$ cat config.mk
export PLATFORM = sky130hd
export DESIGN_NAME = occupancy_daylight_light_controller_unit_flat
export DESIGN_NICKNAME = d
export VERILOG_FILES = /design/src/rtl/odlc_pkg.sv /design/src/rtl/odlc_in_if.sv /design/src/rtl/odlc_out_if.sv /design/src/rtl/occupancy_daylight_light_controller_unit.sv /design/src/flat_wrapper.sv
export SDC_FILE = /design/constraint.sdc
export NUM_CORES = 1
export LEC_CHECK = 0
export BUFFER_PORTS_ARGS = -buffer_cell sky130_fd_sc_hd__buf_4
export CORE_ASPECT_RATIO = 0.5
export CORE_MARGIN = 4
export CORE_UTILIZATION = 45
export CTS_BUF_LIST = sky130_fd_sc_hd__clkbuf_4
export DETAILED_ROUTE_END_ITERATION = 8
export PLACE_DENSITY = 0.68
export SYNTH_ARGS = -nofsm -noshare
export SYNTH_HDL_FRONTEND = slang
export SYNTH_SLANG_ARGS = --single-unit
$ cat constraint.sdc
create_clock -name clk -period 7.65 [get_ports clk]
set_input_delay 1.53 -clock clk [delete_from_list [all_inputs] [get_ports clk]]
set_output_delay 1.53 -clock clk [all_outputs]
set_load 0.03 [all_outputs]
$ cat src/rtl/odlc_pkg.sv
`default_nettype none

package odlc_pkg;

    // Configuration port: three registers (32, 16 and 8 bits wide) at byte addresses 0, 4 and 8.
    localparam int CFG_ADDR_W = 4;
    localparam int REG_IDX_W  = 2;

    localparam logic [REG_IDX_W-1:0] REG_IDLE_LIMIT = 2'd0;
    localparam logic [REG_IDX_W-1:0] REG_LUX_FS     = 2'd1;
    localparam logic [REG_IDX_W-1:0] REG_PROJ_DUTY  = 2'd2;

    localparam logic [31:0] IDLE_LIMIT_RST = 32'd30000;
    localparam logic [15:0] LUX_FS_RST     = 16'd500;
    localparam logic [7:0]  PROJ_DUTY_RST  = 8'd50;

    // Item actions.
    localparam logic [2:0] ACT_SENSE     = 3'd0;
    localparam logic [2:0] ACT_SET_MODE  = 3'd1;
    localparam logic [2:0] ACT_RELAY_ONE = 3'd2;
    localparam logic [2:0] ACT_RELAY_TWO = 3'd3;
    localparam logic [2:0] ACT_BRIGHT    = 3'd4;
    localparam logic [2:0] ACT_ALL_OFF   = 3'd5;

    // Operating modes.
    localparam logic [1:0] CTRL_AUTO      = 2'd0;
    localparam logic [1:0] CTRL_MANUAL    = 2'd1;
    localparam logic [1:0] CTRL_PROJECTOR = 2'd2;
    localparam logic [1:0] CTRL_UNUSED    = 2'd3;

    localparam logic [6:0] PCT_MAX = 7'd100;

    // Serial pass: 32 bit steps for the elapsed-time compare, of which the first
    // 23 also run the restoring divider on the 23-bit product lux*100.
    localparam int SERIAL_STEPS = 32;
    localparam int CNT_W        = 5;
    localparam int DIV_W        = 23;

    localparam logic [CNT_W-1:0] SERIAL_LAST = CNT_W'(SERIAL_STEPS - 1);
    localparam logic [CNT_W-1:0] DIV_STEPS   = CNT_W'(DIV_W);

    // pct*255/100 for pct in 0..100: multiply by 255*ceil(2^19/100), shift by 19.
    function automatic logic [7:0] pct_to_duty(input logic [6:0] pct);
        logic [31:0] prod;
        prod = 32'(pct) * 32'd1336965;
        return prod[26:19];
    endfunction

    // duty*100/255 for duty in 0..255: multiply by 100*ceil(2^24/255), shift by 24.
    function automatic logic [6:0] duty_to_pct(input logic [7:0] duty);
        logic [31:0] prod;
        prod = 32'(duty) * 32'd6579400;
        return prod[30:24];
    endfunction

endpackage

`default_nettype wire

$ cat src/rtl/odlc_in_if.sv
`default_nettype none

interface odlc_in_if;
    logic        valid;
    logic        ready;
    logic [2:0]  action;
    logic        pir_active;
    logic        radar_active;
    logic [15:0] lux_reading;
    logic [31:0] now_ms;
    logic [1:0]  new_mode;
    logic        relay_on;
    logic [7:0]  percent_request;

    modport source (
        output valid, action, pir_active, radar_active, lux_reading, now_ms,
               new_mode, relay_on, percent_request,
        input  ready
    );

    modport sink (
        input  valid, action, pir_active, radar_active, lux_reading, now_ms,
               new_mode, relay_on, percent_request,
        output ready
    );
endinterface

`default_nettype wire

$ cat src/rtl/odlc_out_if.sv
`default_nettype none

interface odlc_out_if;
    logic        valid;
    logic        ready;
    logic        relay_one_on;
    logic        relay_two_on;
    logic [7:0]  dimmer_duty;
    logic [1:0]  mode_now;
    logic [6:0]  brightness_percent;
    logic        presence;
    logic [15:0] lux_seen;

    modport source (
        output valid, relay_one_on, relay_two_on, dimmer_duty, mode_now,
               brightness_percent, presence, lux_seen,
        input  ready
    );

    modport sink (
        input  valid, relay_one_on, relay_two_on, dimmer_duty, mode_now,
               brightness_percent, presence, lux_seen,
        output ready
    );
endinterface

`default_nettype wire

$ cat src/rtl/occupancy_daylight_light_controller_unit.sv
// Occupancy and daylight lighting controller.
// Items arrive on in_ch (valid/ready); each accepted beat yields exactly one
// result beat on out_ch carrying the relay, duty, mode, presence and lux state
// after the item. Registers for the idle time limit in ms, lux_full_scale and
// projector_duty sit on the APB-style port at byte addresses 0, 4 and 8; they
// may be read back.
// A sense item runs a bit-serial pass (a one-bit-per-cycle borrow chain for the
// elapsed time compare and a 23-step restoring divider for lux*100/full_scale),
// then the state update, then the load of the result register in publish, and
// then goes back to idle. A command item skips the bit-serial pass.
// One item is worked on at a time; the next beat is taken while the previous
// result still waits in the output register.
// If the receiver stalls, a finished item waits until the output register is
// free, and no new beat is taken meanwhile.
// Reset (rst_n low, asynchronous) puts the block in auto mode with relays off,
// duty zero, no presence, and the registers at 30000 ms, 500 lux and duty 50.
`default_nettype none

module occupancy_daylight_light_controller_unit (
    input  logic                            clk,
    input  logic                            rst_n,
    input  logic                            psel,
    input  logic                            penable,
    input  logic                            pwrite,
    input  logic [odlc_pkg::CFG_ADDR_W-1:0] paddr,
    input  logic [31:0]                     pwdata,
    output logic [31:0]                     prdata,
    output logic                            pready,
    odlc_in_if.sink                         in_ch,
    odlc_out_if.source                      out_ch
);

    typedef enum logic [3:0] {
        S_IDLE    = 4'b0001,
        S_SERIAL  = 4'b0010,
        S_APPLY   = 4'b0100,
        S_PUBLISH = 4'b1000
    } state_t;

    state_t state_reg, state_next;

    // Configuration registers.
    logic [31:0] idle_limit_reg;
    logic [15:0] lux_fs_reg;
    logic [7:0]  proj_duty_reg;

    // Controller state.
    logic [1:0]  mode_reg, mode_next;
    logic        relay_one_reg, relay_one_next;
    logic        relay_two_reg, relay_two_next;
    logic [7:0]  duty_reg, duty_next;
    logic        presence_reg, presence_next;
    logic [15:0] lux_reg, lux_next;
    logic [31:0] last_motion_reg, last_motion_next;

    // Latched item.
    logic [2:0]  act_in_reg;
    logic        pir_in_reg;
    logic        radar_in_reg;
    logic [15:0] lux_in_reg;
    logic [1:0]  mode_in_reg;
    logic        relay_in_reg;
    logic [7:0]  pct_in_reg;

    // Serial datapath.
    logic [odlc_pkg::CNT_W-1:0] cnt_reg;
    logic [31:0] now_sh_reg;
    logic [31:0] last_sh_reg;
    logic [31:0] delay_sh_reg;
    logic        borrow_reg;
    logic        gt_reg;
    logic [odlc_pkg::DIV_W-1:0] div_sh_reg;
    logic [15:0] rem_reg;

    // Result register.
    logic        out_valid_reg;
    logic        out_relay_one_reg;
    logic        out_relay_two_reg;
    logic [7:0]  out_duty_reg;
    logic [1:0]  out_mode_reg;
    logic [6:0]  out_pct_reg;
    logic        out_presence_reg;
    logic [15:0] out_lux_reg;

    logic        in_accept;
    logic        cfg_write;
    logic        out_free;
    logic [odlc_pkg::REG_IDX_W-1:0] reg_idx;

    logic        bit_a, bit_b, diff_bit, borrow_next, gt_next;
    logic [15:0] fs_eff;
    logic [16:0] trial;
    logic        fits;
    logic [15:0] rem_next;
    logic [odlc_pkg::DIV_W-1:0] lux_x100;

    logic        sense_pres;
    logic [6:0]  auto_pct;
    logic [6:0]  cmd_pct;

    assign in_accept = in_ch.valid && in_ch.ready;
    assign in_ch.ready = (state_reg == S_IDLE);
    assign out_free  = !out_valid_reg || out_ch.ready;

    // ------------------------------------------------------------------
    // Configuration port.
    // ------------------------------------------------------------------
    assign pready    = 1'b1;
    assign reg_idx   = paddr[odlc_pkg::CFG_ADDR_W-1:2];
    assign cfg_write = psel && penable && pwrite && pready;

    always_ff @(posedge clk or negedge rst_n)
    begin
        if (!rst_n)
        begin
            idle_limit_reg <= odlc_pkg::IDLE_LIMIT_RST;
            lux_fs_reg     <= odlc_pkg::LUX_FS_RST;
            proj_duty_reg  <= odlc_pkg::PROJ_DUTY_RST;
        end
        else if (cfg_write)
        begin
            unique case (reg_idx)
                odlc_pkg::REG_IDLE_LIMIT: idle_limit_reg <= pwdata;
                odlc_pkg::REG_LUX_FS:     lux_fs_reg     <= pwdata[15:0];
                odlc_pkg::REG_PROJ_DUTY:  proj_duty_reg  <= pwdata[7:0];
                default: ;
            endcase
        end
    end

    always_comb
    begin
        unique case (reg_idx)
            odlc_pkg::REG_IDLE_LIMIT: prdata = idle_limit_reg;
            odlc_pkg::REG_LUX_FS:     prdata = {16'd0, lux_fs_reg};
            odlc_pkg::REG_PROJ_DUTY:  prdata = {24'd0, proj_duty_reg};
            default:                  prdata = 32'd0;
        endcase
    end

    // ------------------------------------------------------------------
    // Sequencer.
    // ------------------------------------------------------------------
    always_comb
    begin
        state_next = state_reg;
        unique case (state_reg)
            S_IDLE:
            begin
                if (in_accept)
                begin
                    state_next = (in_ch.action == odlc_pkg::ACT_SENSE) ? S_SERIAL : S_APPLY;
                end
            end
            S_SERIAL:
            begin
                if (cnt_reg == odlc_pkg::SERIAL_LAST)
                begin
                    state_next = S_APPLY;
                end
            end
            S_APPLY:
            begin
                state_next = S_PUBLISH;
            end
            S_PUBLISH:
            begin
                if (out_free)
                begin
                    state_next = S_IDLE;
                end
            end
            default:
            begin
                state_next = S_IDLE;
            end
        endcase
    end

    always_ff @(posedge clk or negedge rst_n)
    begin
        if (!rst_n)
        begin
            state_reg <= S_IDLE;
            cnt_reg   <= '0;
        end
        else
        begin
            state_reg <= state_next;
            if (state_reg == S_SERIAL)
            begin
                cnt_reg <= cnt_reg + 1'b1;
            end
            else
            begin
                cnt_reg <= '0;
            end
        end
    end

    // ------------------------------------------------------------------
    // Bit-serial datapath.
    // ------------------------------------------------------------------
    // Elapsed time now - last_motion, LSB first, compared against the delay.
    // The last differing bit decides which of the two is greater.
    assign bit_a       = now_sh_reg[0];
    assign bit_b       = last_sh_reg[0];
    assign diff_bit    = bit_a ^ bit_b ^ borrow_reg;
    assign borrow_next = (~bit_a & bit_b) | (~(bit_a ^ bit_b) & borrow_reg);
    assign gt_next     = (diff_bit != delay_sh_reg[0]) ? diff_bit : gt_reg;

    // Restoring divider, one quotient bit per cycle; a zero full scale acts as one.
    assign fs_eff   = (lux_fs_reg == 16'd0) ? 16'd1 : lux_fs_reg;
    assign trial    = {rem_reg, div_sh_reg[odlc_pkg::DIV_W-1]};
    assign fits     = (trial >= {1'b0, fs_eff});
    assign rem_next = fits ? 16'(trial - {1'b0, fs_eff}) : trial[15:0];
    assign lux_x100 = odlc_pkg::DIV_W'(in_ch.lux_reading) * odlc_pkg::DIV_W'(100);

    always_ff @(posedge clk)
    begin
        if (in_accept)
        begin
            act_in_reg   <= in_ch.action;
            pir_in_reg   <= in_ch.pir_active;
            radar_in_reg <= in_ch.radar_active;
            lux_in_reg   <= in_ch.lux_reading;
            mode_in_reg  <= in_ch.new_mode;
            relay_in_reg <= in_ch.relay_on;
            pct_in_reg   <= in_ch.percent_request;
            now_sh_reg   <= in_ch.now_ms;
            last_sh_reg  <= last_motion_reg;
            delay_sh_reg <= idle_limit_reg;
            borrow_reg   <= 1'b0;
            gt_reg       <= 1'b0;
            div_sh_reg   <= lux_x100;
            rem_reg      <= 16'd0;
        end
        else if (state_reg == S_SERIAL)
        begin
            // The timestamp rotates so that it is whole again after the pass.
            now_sh_reg   <= {now_sh_reg[0], now_sh_reg[31:1]};
            last_sh_reg  <= {1'b0, last_sh_reg[31:1]};
            delay_sh_reg <= {1'b0, delay_sh_reg[31:1]};
            borrow_reg   <= borrow_next;
            gt_reg       <= gt_next;
            if (cnt_reg < odlc_pkg::DIV_STEPS)
            begin
                div_sh_reg <= {div_sh_reg[odlc_pkg::DIV_W-2:0], fits};
                rem_reg    <= rem_next;
            end
        end
    end

    // ------------------------------------------------------------------
    // State update.
    // ------------------------------------------------------------------
    assign sense_pres = pir_in_reg | radar_in_reg;
    assign auto_pct   = (div_sh_reg >= odlc_pkg::DIV_W'(odlc_pkg::PCT_MAX)) ? 7'd0
                        : 7'(odlc_pkg::PCT_MAX - div_sh_reg[6:0]);
    assign cmd_pct    = (pct_in_reg > 8'(odlc_pkg::PCT_MAX)) ? odlc_pkg::PCT_MAX
                        : pct_in_reg[6:0];

    always_comb
    begin
        mode_next        = mode_reg;
        relay_one_next   = relay_one_reg;
        relay_two_next   = relay_two_reg;
        duty_next        = duty_reg;
        presence_next    = presence_reg;
        lux_next         = lux_reg;
        last_motion_next = last_motion_reg;
        if (state_reg == S_APPLY)
        begin
            unique case (act_in_reg)
                odlc_pkg::ACT_SENSE:
                begin
                    presence_next = sense_pres;
                    lux_next      = lux_in_reg;
                    if (sense_pres)
                    begin
                        last_motion_next = now_sh_reg;
                    end
                    priority if (mode_reg == odlc_pkg::CTRL_PROJECTOR)
                    begin
                        relay_one_next = 1'b0;
                        relay_two_next = 1'b0;
                        duty_next      = proj_duty_reg;
                    end
                    else if (mode_reg == odlc_pkg::CTRL_AUTO)
                    begin
                        if (sense_pres)
                        begin
                            relay_one_next = 1'b1;
                            relay_two_next = 1'b1;
                            duty_next      = odlc_pkg::pct_to_duty(auto_pct);
                        end
                        else if (gt_reg)
                        begin
                            relay_one_next = 1'b0;
                            relay_two_next = 1'b0;
                            duty_next      = 8'd0;
                        end
                    end
                    else
                    begin
                        // Manual and the unused mode code leave the outputs alone.
                    end
                end
                odlc_pkg::ACT_SET_MODE:
                begin
                    if (mode_in_reg != odlc_pkg::CTRL_UNUSED)
                    begin
                        mode_next = mode_in_reg;
                    end
                end
                odlc_pkg::ACT_RELAY_ONE:
                begin
                    mode_next      = odlc_pkg::CTRL_MANUAL;
                    relay_one_next = relay_in_reg;
                end
                odlc_pkg::ACT_RELAY_TWO:
                begin
                    mode_next      = odlc_pkg::CTRL_MANUAL;
                    relay_two_next = relay_in_reg;
                end
                odlc_pkg::ACT_BRIGHT:
                begin
                    mode_next = odlc_pkg::CTRL_MANUAL;
                    duty_next = odlc_pkg::pct_to_duty(cmd_pct);
                end
                odlc_pkg::ACT_ALL_OFF:
                begin
                    relay_one_next = 1'b0;
                    relay_two_next = 1'b0;
                    duty_next      = 8'd0;
                end
                default: ;
            endcase
        end
    end

    always_ff @(posedge clk or negedge rst_n)
    begin
        if (!rst_n)
        begin
            mode_reg        <= odlc_pkg::CTRL_AUTO;
            relay_one_reg   <= 1'b0;
            relay_two_reg   <= 1'b0;
            duty_reg        <= 8'd0;
            presence_reg    <= 1'b0;
            lux_reg         <= 16'd0;
            last_motion_reg <= 32'd0;
        end
        else
        begin
            mode_reg        <= mode_next;
            relay_one_reg   <= relay_one_next;
            relay_two_reg   <= relay_two_next;
            duty_reg        <= duty_next;
            presence_reg    <= presence_next;
            lux_reg         <= lux_next;
            last_motion_reg <= last_motion_next;
        end
    end

    // ------------------------------------------------------------------
    // Result register.
    // ------------------------------------------------------------------
    always_ff @(posedge clk or negedge rst_n)
    begin
        if (!rst_n)
        begin
            out_valid_reg <= 1'b0;
        end
        else if (state_reg == S_PUBLISH && out_free)
        begin
            out_valid_reg <= 1'b1;
        end
        else if (out_ch.ready)
        begin
            out_valid_reg <= 1'b0;
        end
    end

    always_ff @(posedge clk)
    begin
        if (state_reg == S_PUBLISH && out_free)
        begin
            out_relay_one_reg <= relay_one_reg;
            out_relay_two_reg <= relay_two_reg;
            out_duty_reg      <= duty_reg;
            out_mode_reg      <= mode_reg;
            out_pct_reg       <= odlc_pkg::duty_to_pct(duty_reg);
            out_presence_reg  <= presence_reg;
            out_lux_reg       <= lux_reg;
        end
    end

    assign out_ch.valid              = out_valid_reg;
    assign out_ch.relay_one_on       = out_relay_one_reg;
    assign out_ch.relay_two_on       = out_relay_two_reg;
    assign out_ch.dimmer_duty        = out_duty_reg;
    assign out_ch.mode_now           = out_mode_reg;
    assign out_ch.brightness_percent = out_pct_reg;
    assign out_ch.presence           = out_presence_reg;
    assign out_ch.lux_seen           = out_lux_reg;

    // ------------------------------------------------------------------
    // Assertions.
    // ------------------------------------------------------------------
    a_busy_after_accept: assert property (@(posedge clk) disable iff (!rst_n)
        in_accept |=> !in_ch.ready)
        else $error("input taken while an item is still in work");

    a_serial_length: assert property (@(posedge clk) disable iff (!rst_n)
        (state_reg == S_SERIAL && cnt_reg == odlc_pkg::SERIAL_LAST) |=> state_reg == S_APPLY)
        else $error("serial pass did not end after its last step");

    a_apply_publish: assert property (@(posedge clk) disable iff (!rst_n)
        state_reg == S_APPLY |=> state_reg == S_PUBLISH)
        else $error("state update not followed by publish");

    a_no_overwrite: assert property (@(posedge clk) disable iff (!rst_n)
        (state_reg == S_PUBLISH && out_valid_reg && !out_ch.ready) |=> state_reg == S_PUBLISH)
        else $error("result published over a pending beat");

    a_pct_range: assert property (@(posedge clk) disable iff (!rst_n)
        out_valid_reg |-> out_pct_reg <= odlc_pkg::PCT_MAX)
        else $error("brightness percent above 100");

endmodule

`default_nettype wire

$ cat src/flat_wrapper.sv
// flat-port wrapper written by rule: the top's interface ports become plain ports
module occupancy_daylight_light_controller_unit_flat 
  (clk, rst_n, psel, penable, pwrite, paddr, pwdata, prdata, pready, in_ch_valid, in_ch_action, in_ch_pir_active, in_ch_radar_active, in_ch_lux_reading, in_ch_now_ms, in_ch_new_mode, in_ch_relay_on, in_ch_percent_request, in_ch_ready, out_ch_valid, out_ch_relay_one_on, out_ch_relay_two_on, out_ch_dimmer_duty, out_ch_mode_now, out_ch_brightness_percent, out_ch_presence, out_ch_lux_seen, out_ch_ready);
  odlc_in_if in_ch_i ();
  odlc_out_if out_ch_i ();
  input  logic clk;
  input  logic rst_n;
  input  logic psel;
  input  logic penable;
  input  logic pwrite;
  input  logic [odlc_pkg::CFG_ADDR_W-1:0] paddr;
  input  logic [31:0] pwdata;
  output logic [31:0] prdata;
  output logic pready;
  input wire logic [$bits(in_ch_i.valid)-1:0] in_ch_valid;
  input wire logic [$bits(in_ch_i.action)-1:0] in_ch_action;
  input wire logic [$bits(in_ch_i.pir_active)-1:0] in_ch_pir_active;
  input wire logic [$bits(in_ch_i.radar_active)-1:0] in_ch_radar_active;
  input wire logic [$bits(in_ch_i.lux_reading)-1:0] in_ch_lux_reading;
  input wire logic [$bits(in_ch_i.now_ms)-1:0] in_ch_now_ms;
  input wire logic [$bits(in_ch_i.new_mode)-1:0] in_ch_new_mode;
  input wire logic [$bits(in_ch_i.relay_on)-1:0] in_ch_relay_on;
  input wire logic [$bits(in_ch_i.percent_request)-1:0] in_ch_percent_request;
  output wire logic [$bits(in_ch_i.ready)-1:0] in_ch_ready;
  output wire logic [$bits(out_ch_i.valid)-1:0] out_ch_valid;
  output wire logic [$bits(out_ch_i.relay_one_on)-1:0] out_ch_relay_one_on;
  output wire logic [$bits(out_ch_i.relay_two_on)-1:0] out_ch_relay_two_on;
  output wire logic [$bits(out_ch_i.dimmer_duty)-1:0] out_ch_dimmer_duty;
  output wire logic [$bits(out_ch_i.mode_now)-1:0] out_ch_mode_now;
  output wire logic [$bits(out_ch_i.brightness_percent)-1:0] out_ch_brightness_percent;
  output wire logic [$bits(out_ch_i.presence)-1:0] out_ch_presence;
  output wire logic [$bits(out_ch_i.lux_seen)-1:0] out_ch_lux_seen;
  input wire logic [$bits(out_ch_i.ready)-1:0] out_ch_ready;
  assign in_ch_i.valid = in_ch_valid;
  assign in_ch_i.action = in_ch_action;
  assign in_ch_i.pir_active = in_ch_pir_active;
  assign in_ch_i.radar_active = in_ch_radar_active;
  assign in_ch_i.lux_reading = in_ch_lux_reading;
  assign in_ch_i.now_ms = in_ch_now_ms;
  assign in_ch_i.new_mode = in_ch_new_mode;
  assign in_ch_i.relay_on = in_ch_relay_on;
  assign in_ch_i.percent_request = in_ch_percent_request;
  assign in_ch_ready = in_ch_i.ready;
  assign out_ch_valid = out_ch_i.valid;
  assign out_ch_relay_one_on = out_ch_i.relay_one_on;
  assign out_ch_relay_two_on = out_ch_i.relay_two_on;
  assign out_ch_dimmer_duty = out_ch_i.dimmer_duty;
  assign out_ch_mode_now = out_ch_i.mode_now;
  assign out_ch_brightness_percent = out_ch_i.brightness_percent;
  assign out_ch_presence = out_ch_i.presence;
  assign out_ch_lux_seen = out_ch_i.lux_seen;
  assign out_ch_i.ready = out_ch_ready;
  occupancy_daylight_light_controller_unit u_core (.clk(clk), .rst_n(rst_n), .psel(psel), .penable(penable), .pwrite(pwrite), .paddr(paddr), .pwdata(pwdata), .prdata(prdata), .pready(pready), .in_ch(in_ch_i), .out_ch(out_ch_i));
endmodule
==> results of run 1 <==
==> final cells by class <==
cell class	instances	area, um^2	area share
Multi-Input combinational cell	1312	10100	0.437
Sequential cell	332	9160	0.394
Timing Repair Buffer	188	1420	0.0609
Clock buffer	116	871	0.0375
Tap cell	588	736	0.0317
Inverter	184	693	0.0299
Clock inverter	33	205	0.00884
Antenna cell	1	2.50	0.000108
==> synthesized netlist by cell type (all sizes together), types with 15 or more instances <==
| library cell | n |
|---|---|
| nand2 | 379 |
| ha | 233 |
| edfxtp | 185 |
| inv | 184 |
| dfrtp | 110 |
| mux2 | 92 |
| o21ai | 78 |
| nor2 | 72 |
| fa | 58 |
| a21oi | 51 |
| clkbuf | 45 |
| xnor2 | 30 |
| and2 | 27 |
| nand3 | 25 |
| mux2i | 22 |
| dfxtp | 20 |
| nor3 | 20 |
| dfstp | 17 |
| xor2 | 17 |
| a21o | 16 |
| nor2b | 15 |
==> how the worst max path moves through the flow <==
stage                                                end  depth (start not counted)
after floorplan           u_core.duty_reg[6]$_DFFE_PN0P_                         18
after global placement    u_core.duty_reg[6]$_DFFE_PN0P_                         20
after detailed placement  u_core.duty_reg[6]$_DFFE_PN0P_                         20
after CTS                 u_core.duty_reg[6]$_DFFE_PN0P_                         20
after global routing      u_core.duty_reg[4]$_DFFE_PN0P_                         23
final                     u_core.duty_reg[4]$_DFFE_PN0P_                         20
==> worst max-delay path, cell delays in order (launching register included) <==
cell and delay, ps:
edfxtp_1 410, or4_1 550, nor2_1 220, nand2_1 220, nor2_1 450, ha_1 340, ha_1 300, inv_1 60
fa_1 410, fa_1 490, inv_1 40, ha_1 260, and3_1 180, nand4b_1 170, or4_4 530, o22ai_4 190
o211ai_2 160, o21ai_1 290, a2111oi_2 90, a21oi_1 200, a31oi_1 110
==> through the flow <==
| step | setup slack, ps | hold WS, ps | cells | cell area, um^2 |
|---|---|---|---|---|
| floorplan | 2480 | 419 | 1884 | 20200 |
| global placement | 1910 | 425 | 2604 | 22100 |
| detailed placement | 1880 | 433 | 2604 | 22100 |
| global route | 1440 | 449 | 2754 | 23200 |
| finish | 1810 | 440 | 2754 | 23200 |
| CTS | 1770 | 422 | 2753 | 23200 |
==> report_power, final <==
part	leakage, nW	internal (mW)	switching, mW
logic	7.14	1.38	1.93
clock network	0.637	0.754	0.772
registers	3.52	2.51	0.257
==> per-layer routing <==
metal / track usage / routed length (um)
met5: 0 / 0
met4: 0.0512 / 796
met3: 0.0340 / 1770
met2: 0.300 / 20300
met1: 0.241 / 20000
==> kinds of logic after synthesis <==
kind of cell	synth area share
adders and majority gates	0.202
buffers and inverters	0.0458
xor gates and xnor gates	0.0204
muxes	0.0622
other	0.000186
DFF	0.454
AOI/OAI and AO/OA	0.0809
and+or+nand+nor	0.135
==> impl_metrics.yaml, run 1 <==
pwr:
  vdd_drop_max_uv: 148
  power_density_nw_per_um2: 328
  leakage_nw: 11.3
  finalPower_mw: 7.61
synth:
  yosys_warnings: 0
  synth-main-ff-cell: "edfxtp_1"
  yosysTopAreaCell: "edfxtp_1"
  yosysTopAreaCellShare: 0.275
  yosysUniqueCellTypes: 79
  synth_edf_count: 185
  synth_nets: 2282
  synth_area_um2: 20200
  async_flop_share: 0.383
  synth_seq_cells: 332
  synthTopCellsByArea: "edfxtp_1 28%, ha_1 14%, dfrtp_1 14%"
  synth_cells: 1884
  synth-seq-area-share: 0.454
  postSynthAreaPerCell_um2: 10.7
critical_path:
  start_kind: "register"
  r2r-start: "u_core.div_sh_reg[20]$_DFFE_PP_"
  crit_start: "u_core.div_sh_reg[20]$_DFFE_PP_"
  worstReg2RegEnd: "u_core.duty_reg[4]$_DFFE_PN0P_"
  arrival_ps: 6450
  reg2reg_depth: 20
  r2r_slack_ps: 1810
  cp.required_ps: 8260
  critPathCaptureType: "register"
  path_class: "reg2reg"
  critical_path.max_fanout: 8
place:
  routabilityCongestion: 0.860
  hpwlAfterDp_um: 30700
  port-buffer-count: 174
clock_network:
  cts_sinks: 332
  clock-root-buffer: "clkbuf_4"
  cts_tree: "built"
  clkSlewWorstSetupHoldPaths_ps: 70
  cts_buffers: 80
  post-cts-setup-buffers: 0
  clk_latency_ps: 790
  cts.path.max_buffers: 3
  htree_levels: 3
  cts_hold_buf: 0
  cts_resized: 0
floorplanning:
  fp.dieH_um: 158
  fp-row-count: 54
  die_area_um2: 48500
  core_um2: 43900
  start_util: 0.460
  ioPinCount: 178
  dieWidth_um: 307
sta:
  rsz0062_at_grt: "false"
  finalSetupViolations: 0
  max_freq_ghz: 0.171
  fin_crit_sh: 0.763
  finalHoldViolations: 0
  fin_tns_setup_ps: 0
  final_max_slew_viol_count: 0
  tightest_slew_ps: 1130
  max_slew_margin: 0.244
  clock_skew_ps: 63.3
  post-route-min-period_ps: 5840
detailed_routing:
  viasPerCell: 5.10
  wl_per_cell_um: 15.6
  via_count: 14057
  drtPass1Iterations: 7
  ant_nets: 0
  drc: 0
  first_iter_violations: 749
  routed_wl_um: 42800
hold_path:
  hold_class: "reg2reg"
  holdPathEnd: "u_core.out_ch.lux_seen[0]$_DFFE_PP_"
  min_path_cells: 0
  min-delay-start: "u_core.lux_reg[0]$_DFFE_PN0P_"
layout:
  num-nets-final: 2496
  layout_common_cells: "377 x nand2_1, 233 x ha_1, 187 x buf_4, 185 x edfxtp_1, 183 x inv_1"
  final_util: 0.529
  final_common_cell: "nand2_1"
  syn_to_final_growth_pct: 15.1
  fill_cells: 3982
  drive_gt1_frac: 0.212
run:
  maxCapViolCount: 0
global_routing:
  grt_max_degree: 80
  grt_pass1_vias: 14132
  grt_first_pass_wirelength_um: 70800
  antenna_found_initial: 1
  grt_overflow: 0
  track_usage: 0.179
outcome:
  status: "finished clean"
No activity file was read; power rests on OpenSTA's default activity.
==> run 2: changes to the inputs <==
PLACE_DENSITY = 0.7   (was 0.68)
clock period = 4.7 ns   (was 7.65 ns; I/O delays follow)
==> run 2 against run 1 <==
Net effect: the run now ends with setup timing left; first-iteration DRC count is 1.5% lower; fmax is 11% higher; die area stayed put; cell count is 3.0% higher; critical path type unchanged; largest cell class unchanged; largest power group unchanged.
==> impl_metrics.yaml, run 2 (synthesis results as in run 1) <==
sta:
  tightest_slew_ps: 1230
  max_slew_margin: 0.181
  finalHoldViolations: 0
  rsz0062_at_grt: "true"
  fin_crit_sh: 1.12
  setup_ws_ps: -576
  final_max_slew_viol_count: 0
  finalSetupViolations: 8
  holdWs_ps: 344
  max_freq_ghz: 0.190
  clock_skew_ps: 72.0
  post-route-min-period_ps: 5280
critical_path:
  arrival_ps: 5920
  start_kind: "register"
  critPathCaptureType: "register"
  path_class: "reg2reg"
  critical_path.max_fanout: 4
  cp.required_ps: 5340
pwr:
  switchingPower_mw: 4.91
  p_clk_frac: 0.204
  p_int_mw: 7.88
  vdd_drop_max_uv: 273
  swShare: 0.384
  leakage_nw: 11.7
  power_density_nw_per_um2: 529
  seqPwrFrac: 0.352
  combPwrFrac: 0.445
detailed_routing:
  viasPerCell: 5.09
  drtPass1Iterations: 7
  wl_per_cell_um: 15.8
  first_iter_violations: 738
  routed_wl_um: 44700
  via_count: 14439
  drc: 0
  ant_nets: 0
floorplanning:
  fp.dieH_um: 158
  start_util: 0.460
  die_area_um2: 48500
  fp-row-count: 54
  ioPinCount: 178
  core_um2: 43900
  dieWidth_um: 307
global_routing:
  grt_max_degree: 97
  track_usage: 0.187
  antenna_found_initial: 3
  grt_pass1_vias: 14823
  grt_first_pass_wirelength_um: 73500
  grt_overflow: 0
clock_network:
  cts_tree: "built"
  clk_latency_ps: 810
  cts_buffers: 79
  clock-root-buffer: "clkbuf_4"
  clkSlewWorstSetupHoldPaths_ps: 80
  cts.path.max_buffers: 3
  htree_levels: 3
  cts_sinks: 332
place:
  hpwlAfterDp_um: 32400
  dp_cells: 2673
  port-buffer-count: 174
  routabilityCongestion: 0.857
outcome:
  violations: "setup timing"
  status: "complete, but fails checks"
layout:
  fin_cells: 2836
  drive_gt1_frac: 0.259
  syn_to_final_growth_pct: 19.8
  fill_cells: 3887
  final_common_cell: "nand2_1"
  layout_common_cells: "374 x nand2_1, 268 x buf_4, 223 x ha_1, 185 x edfxtp_1, 177 x inv_1"
  final_util: 0.550
  num-nets-final: 2580
run:
  maxCapViolCount: 0
hold_path:
  hold_class: "in2reg"
==> run 2: power groups by stage <==
stage | Combinational, mW | Sequential [mW] | Clock (mW)
floorplan | 4.08 | 4.44 | 0
global placement | 5.51 | 4.53 | 0
detailed placement | 5.66 | 4.55 | 0
CTS | 5.71 | 4.49 | 2.69
global route | 6.60 | 4.57 | 2.85
finish | 5.69 | 4.50 | 2.60
==> run 2: per-layer routing <==
layer  vias to the layer above  track usage  share of wire
li1                       7177            -              -
met1                      6907        0.242           0.45
met2                       272        0.319           0.48
met3                        83       0.0402          0.047
met4                         0       0.0599          0.024
met5                         -            0              0
==> run 2: worst paths after layout <==
check,start,end,slack (ps),cells past startpoint
max,u_core.div_sh_reg[2]$_DFFE_PP_,u_core.duty_reg[1]$_DFFE_PN0P_,-580,22
min,in_ch_lux_reading[15],u_core.lux_in_reg[15]$_DFFE_PP_,340,1
max reg2reg,u_core.div_sh_reg[2]$_DFFE_PP_,u_core.duty_reg[1]$_DFFE_PN0P_,-580,22
min reg2reg,u_core.lux_reg[14]$_DFFE_PN0P_,u_core.out_ch.lux_seen[14]$_DFFE_PP_,390,0
max in group asynchronous,rst_n,u_core.mode_reg[0]$_DFFE_PN0P_,2970,3
min in group asynchronous,rst_n,u_core.last_motion_reg[9]$_DFFE_PN0P_,630,2
==> run 2: area by class of cell <==
cell class	count	area [um^2]	area share
Sequential cell	332	9160	0.379
Clock inverter	26	216	0.00895
Antenna cell	1	2.50	0.000104
Clock buffer	120	901	0.0373
Tap cell	588	736	0.0304
Timing Repair Buffer	273	2080	0.0859
Multi-Input combinational cell	1312	10400	0.430
Inverter	184	696	0.0288
==> run 2: critical path: stages (launching register included) <==
cell      delay [ps]
edfxtp_1         450
o311ai_0         430
and3_2           320
and2_4           180
and2_4           160
ha_4             140
inv_4             30
fa_1             460
inv_1             40
ha_1             260
inv_1             40
fa_1             490
inv_2             50
ha_4             210
buf_4            140
a221oi_4         300
o21a_1           210
o22ai_4          100
o21a_1           220
or3_1            370
a32oi_1          200
o21ai_1           70
mux2_4           260
==> run 2: per-stage QoR <==
| stage | setup TNS [ps] | area (um^2) | setup WS (ps) | total power [mW] |
|---|---|---|---|---|
| CTS | -3710 | 24100 | -531 | 12.9 |
| global placement | -2960 | 22800 | -443 | 10.0 |
| floorplan | -866 | 20300 | -194 | 8.52 |
| finish | -3740 | 24200 | -576 | 12.8 |
| detailed placement | -3670 | 22800 | -531 | 10.2 |
| global route | -5350 | 24200 | -788 | 14.0 |
==> run 2: what timing repair did <==
item                                    4_1_cts  5_1_grt
gates resized for setup                      13       10
endpoints found under the setup margin        8        8
hold endpoints to repair                     28        0
pin swaps                                    13       15
setup buffers                                 9        6
hold buffers                                  1        0
==> run 3: changes to the inputs <==
BUFFER_PORTS_ARGS = unset   (was -buffer_cell sky130_fd_sc_hd__buf_4)
DONT_BUFFER_PORTS = 1   (was unset)
PLACE_DENSITY = 0.67   (was 0.7)
==> run 3 against run 2 <==
Net effect: the flow still finishes with violations (setup timing); fmax rose by 2.5%; non-clock buffer count shrank 174; design area decreased by 5.6%; critical path depth is the same; register-to-register slack better by 130 ps; flip-flop and latch count did not move; critical path type unchanged.
==> impl_metrics.yaml, run 3 (synthesis results as in run 1) <==
sta:
  rsz0062_at_grt: "true"
  holdWs_ps: 94.6
  finalHoldViolations: 0
  fin_crit_sh: 1.10
  max_freq_ghz: 0.194
  post-route-min-period_ps: 5150
  tightest_slew_ps: 1150
  final_max_slew_viol_count: 0
  finalSetupViolations: 8
  setup_ws_ps: -447
  clock_skew_ps: 51.9
  max_slew_margin: 0.227
clock_network:
  cts.path.max_buffers: 3
  clk_latency_ps: 810
  clkSlewWorstSetupHoldPaths_ps: 70
  clock-root-buffer: "clkbuf_4"
  htree_levels: 3
  cts_buffers: 80
  cts_tree: "built"
  cts_sinks: 332
layout:
  drive_gt1_frac: 0.197
  fill_cells: 3983
  fin_cells: 2665
  seq_area_um2: 9160
  finalInstanceArea_um2: 22800
  layout_common_cells: "374 x nand2_1, 224 x ha_1, 185 x edfxtp_1, 178 x inv_1, 117 x clkbuf_4"
  syn_to_final_growth_pct: 13.1
  final_common_cell: "nand2_1"
  final_util: 0.520
  multi_input_area_um2: 10400
  num-nets-final: 2407
place:
  dp_cells: 2499
  port-buffer-count: 0
  routabilityCongestion: 0.846
  hpwlAfterDp_um: 31200
  dpl_cell_area_um2: 21500
floorplanning:
  fp-row-count: 54
  fp.dieH_um: 158
  core_um2: 43900
  dieWidth_um: 307
  die_area_um2: 48500
  start_util: 0.460
  ioPinCount: 178
global_routing:
  antenna_found_initial: 3
  grt.met2_usage: 0.314
  grt_util_met1: 0.240
  grt_pass1_vias: 14110
  grt_overflow: 0
  grt_first_pass_wirelength_um: 72300
  grt_max_degree: 128
  grt_busiest_layer: "met2"
  grt_use_met3: 0.0425
  track_usage: 0.186
outcome:
  violations: "setup timing"
  status: "complete, but fails checks"
critical_path:
  start_kind: "register"
  critical_path.max_fanout: 4
  r2r-start: "u_core.div_sh_reg[20]$_DFFE_PP_"
  crit_chain: "or4_4 -> nor2_4 -> and2_4 -> and2_4 -> ha_4 -> inv_4 -> fa_1 -> inv_1 -> ha_1 -> inv_1 -> fa_1 -> inv_2 -> ha_4 -> and3_4 -> nand4b_1 -> or4_4 -> o22ai_4 -> o21a_1 -> o21ai_1 -> a32oi_1 -> o21ai_1 -> mux2_4"
  critPathCaptureType: "register"
  worst-path-buf-inv: 4
  slowest_stage: "or4_4"
  slowest_delay_ps: 540
  cp.required_ps: 5380
  r2r_slack_ps: -450
  cp_top_family: "simple AND/OR/NAND/NOR gates"
  path_class: "reg2reg"
  reg2reg_depth: 22
  worstReg2RegEnd: "u_core.duty_reg[1]$_DFFE_PN0P_"
  arrival_ps: 5830
pwr:
  power_density_nw_per_um2: 551
  vdd_drop_max_uv: 271
  leakage_nw: 10.9
  finalPower_mw: 12.6
detailed_routing:
  first_iter_violations: 736
  drtPass1Iterations: 5
  viasPerCell: 5.20
  ant_nets: 0
  wl_per_cell_um: 16.7
  drc: 0
  routed_wl_um: 44500
  via_count: 13863
run:
  maxCapViolCount: 0
hold_path:
  hold_class: "in2async"
## run 3: cell count changes in the layout (fill, tap and decap cells not counted), moves of 2 or more
cell / change
clkbuf_4: -3
inv_8: +2
clkinv_1: +7
buf_6: -3
buf_4: -171
bufinv_16: -2
inv_2: -2
## run 3: report_power, final
part / internal [mW] / switching (mW)
clock network: 1.23 / 1.28
logic: 2.32 / 3.19
registers: 4.09 / 0.457
total: 7.64 / 4.93
## run 3: cell type report
| cell class | count | share of cell area |
|---|---|---|
| inverter | 184 | 0.0306 |
| clock buffer | 117 | 0.0385 |
| sequential | 332 | 0.401 |
| timing repair buffer | 99 | 0.0340 |
| clock inverter | 32 | 0.00866 |
| multi-input combinational | 1312 | 0.455 |
| antenna | 1 | 0.000110 |
| tap | 588 | 0.0322 |
## run 3: metal layers
metal | vias up | routed length [um]
met5 | - | 12
met2 | 258 | 21200
met1 | 6675 | 20200
met3 | 86 | 2130
met4 | 2 | 1010
li1 | 6842 | -
## run 3: worst max path at each step
stage / from / to / slack, ps / depth (start not counted)
2_1_floorplan: u_core.div_sh_reg[9]$_DFFE_PP_ / u_core.duty_reg[6]$_DFFE_PN0P_ / -190 / 22
6_report: u_core.div_sh_reg[20]$_DFFE_PP_ / u_core.duty_reg[1]$_DFFE_PN0P_ / -450 / 22
3_5_place_dp: u_core.div_sh_reg[9]$_DFFE_PP_ / u_core.duty_reg[6]$_DFFE_PN0P_ / -470 / 22
3_3_place_gp: u_core.div_sh_reg[9]$_DFFE_PP_ / u_core.duty_reg[6]$_DFFE_PN0P_ / -440 / 22
4_1_cts: u_core.div_sh_reg[14]$_DFFE_PP_ / u_core.duty_reg[1]$_DFFE_PN0P_ / -480 / 22
5_1_grt: u_core.div_sh_reg[20]$_DFFE_PP_ / u_core.duty_reg[1]$_DFFE_PN0P_ / -670 / 22
## run 3: worst reg2reg max path, delay by kind of cell, from the launching register on
kind / cells / cell delay (ps)
AO/OA/AOI/OAI: 5 / 760
adder cells (fa/ha/maj): 5 / 1630
buffers and inverters: 4 / 150
flip-flops: 1 / 400
multiplexers: 1 / 260
AND/OR/NAND/NOR: 7 / 1850
## run 3: stage by stage
step / TNS (ps) / worst slack [ps]
floorplan: -866 / -194
global placement: -2970 / -439
finish: -3290 / -447
detailed placement: -3290 / -469
global route: -4960 / -671
CTS: -3210 / -484
## run 3: repair_timing
| item | CTS | global route |
|---|---|---|
| setup buffers | 9 | 6 |
| cloned | 0 | 0 |
| resized for setup | 4 | 18 |
| hold buffers | 1 | 0 |
| endpoints found under the setup margin | 8 | 8 |
| endpoints found under the hold margin | 127 | 0 |
| pin swaps | 17 | 10 |
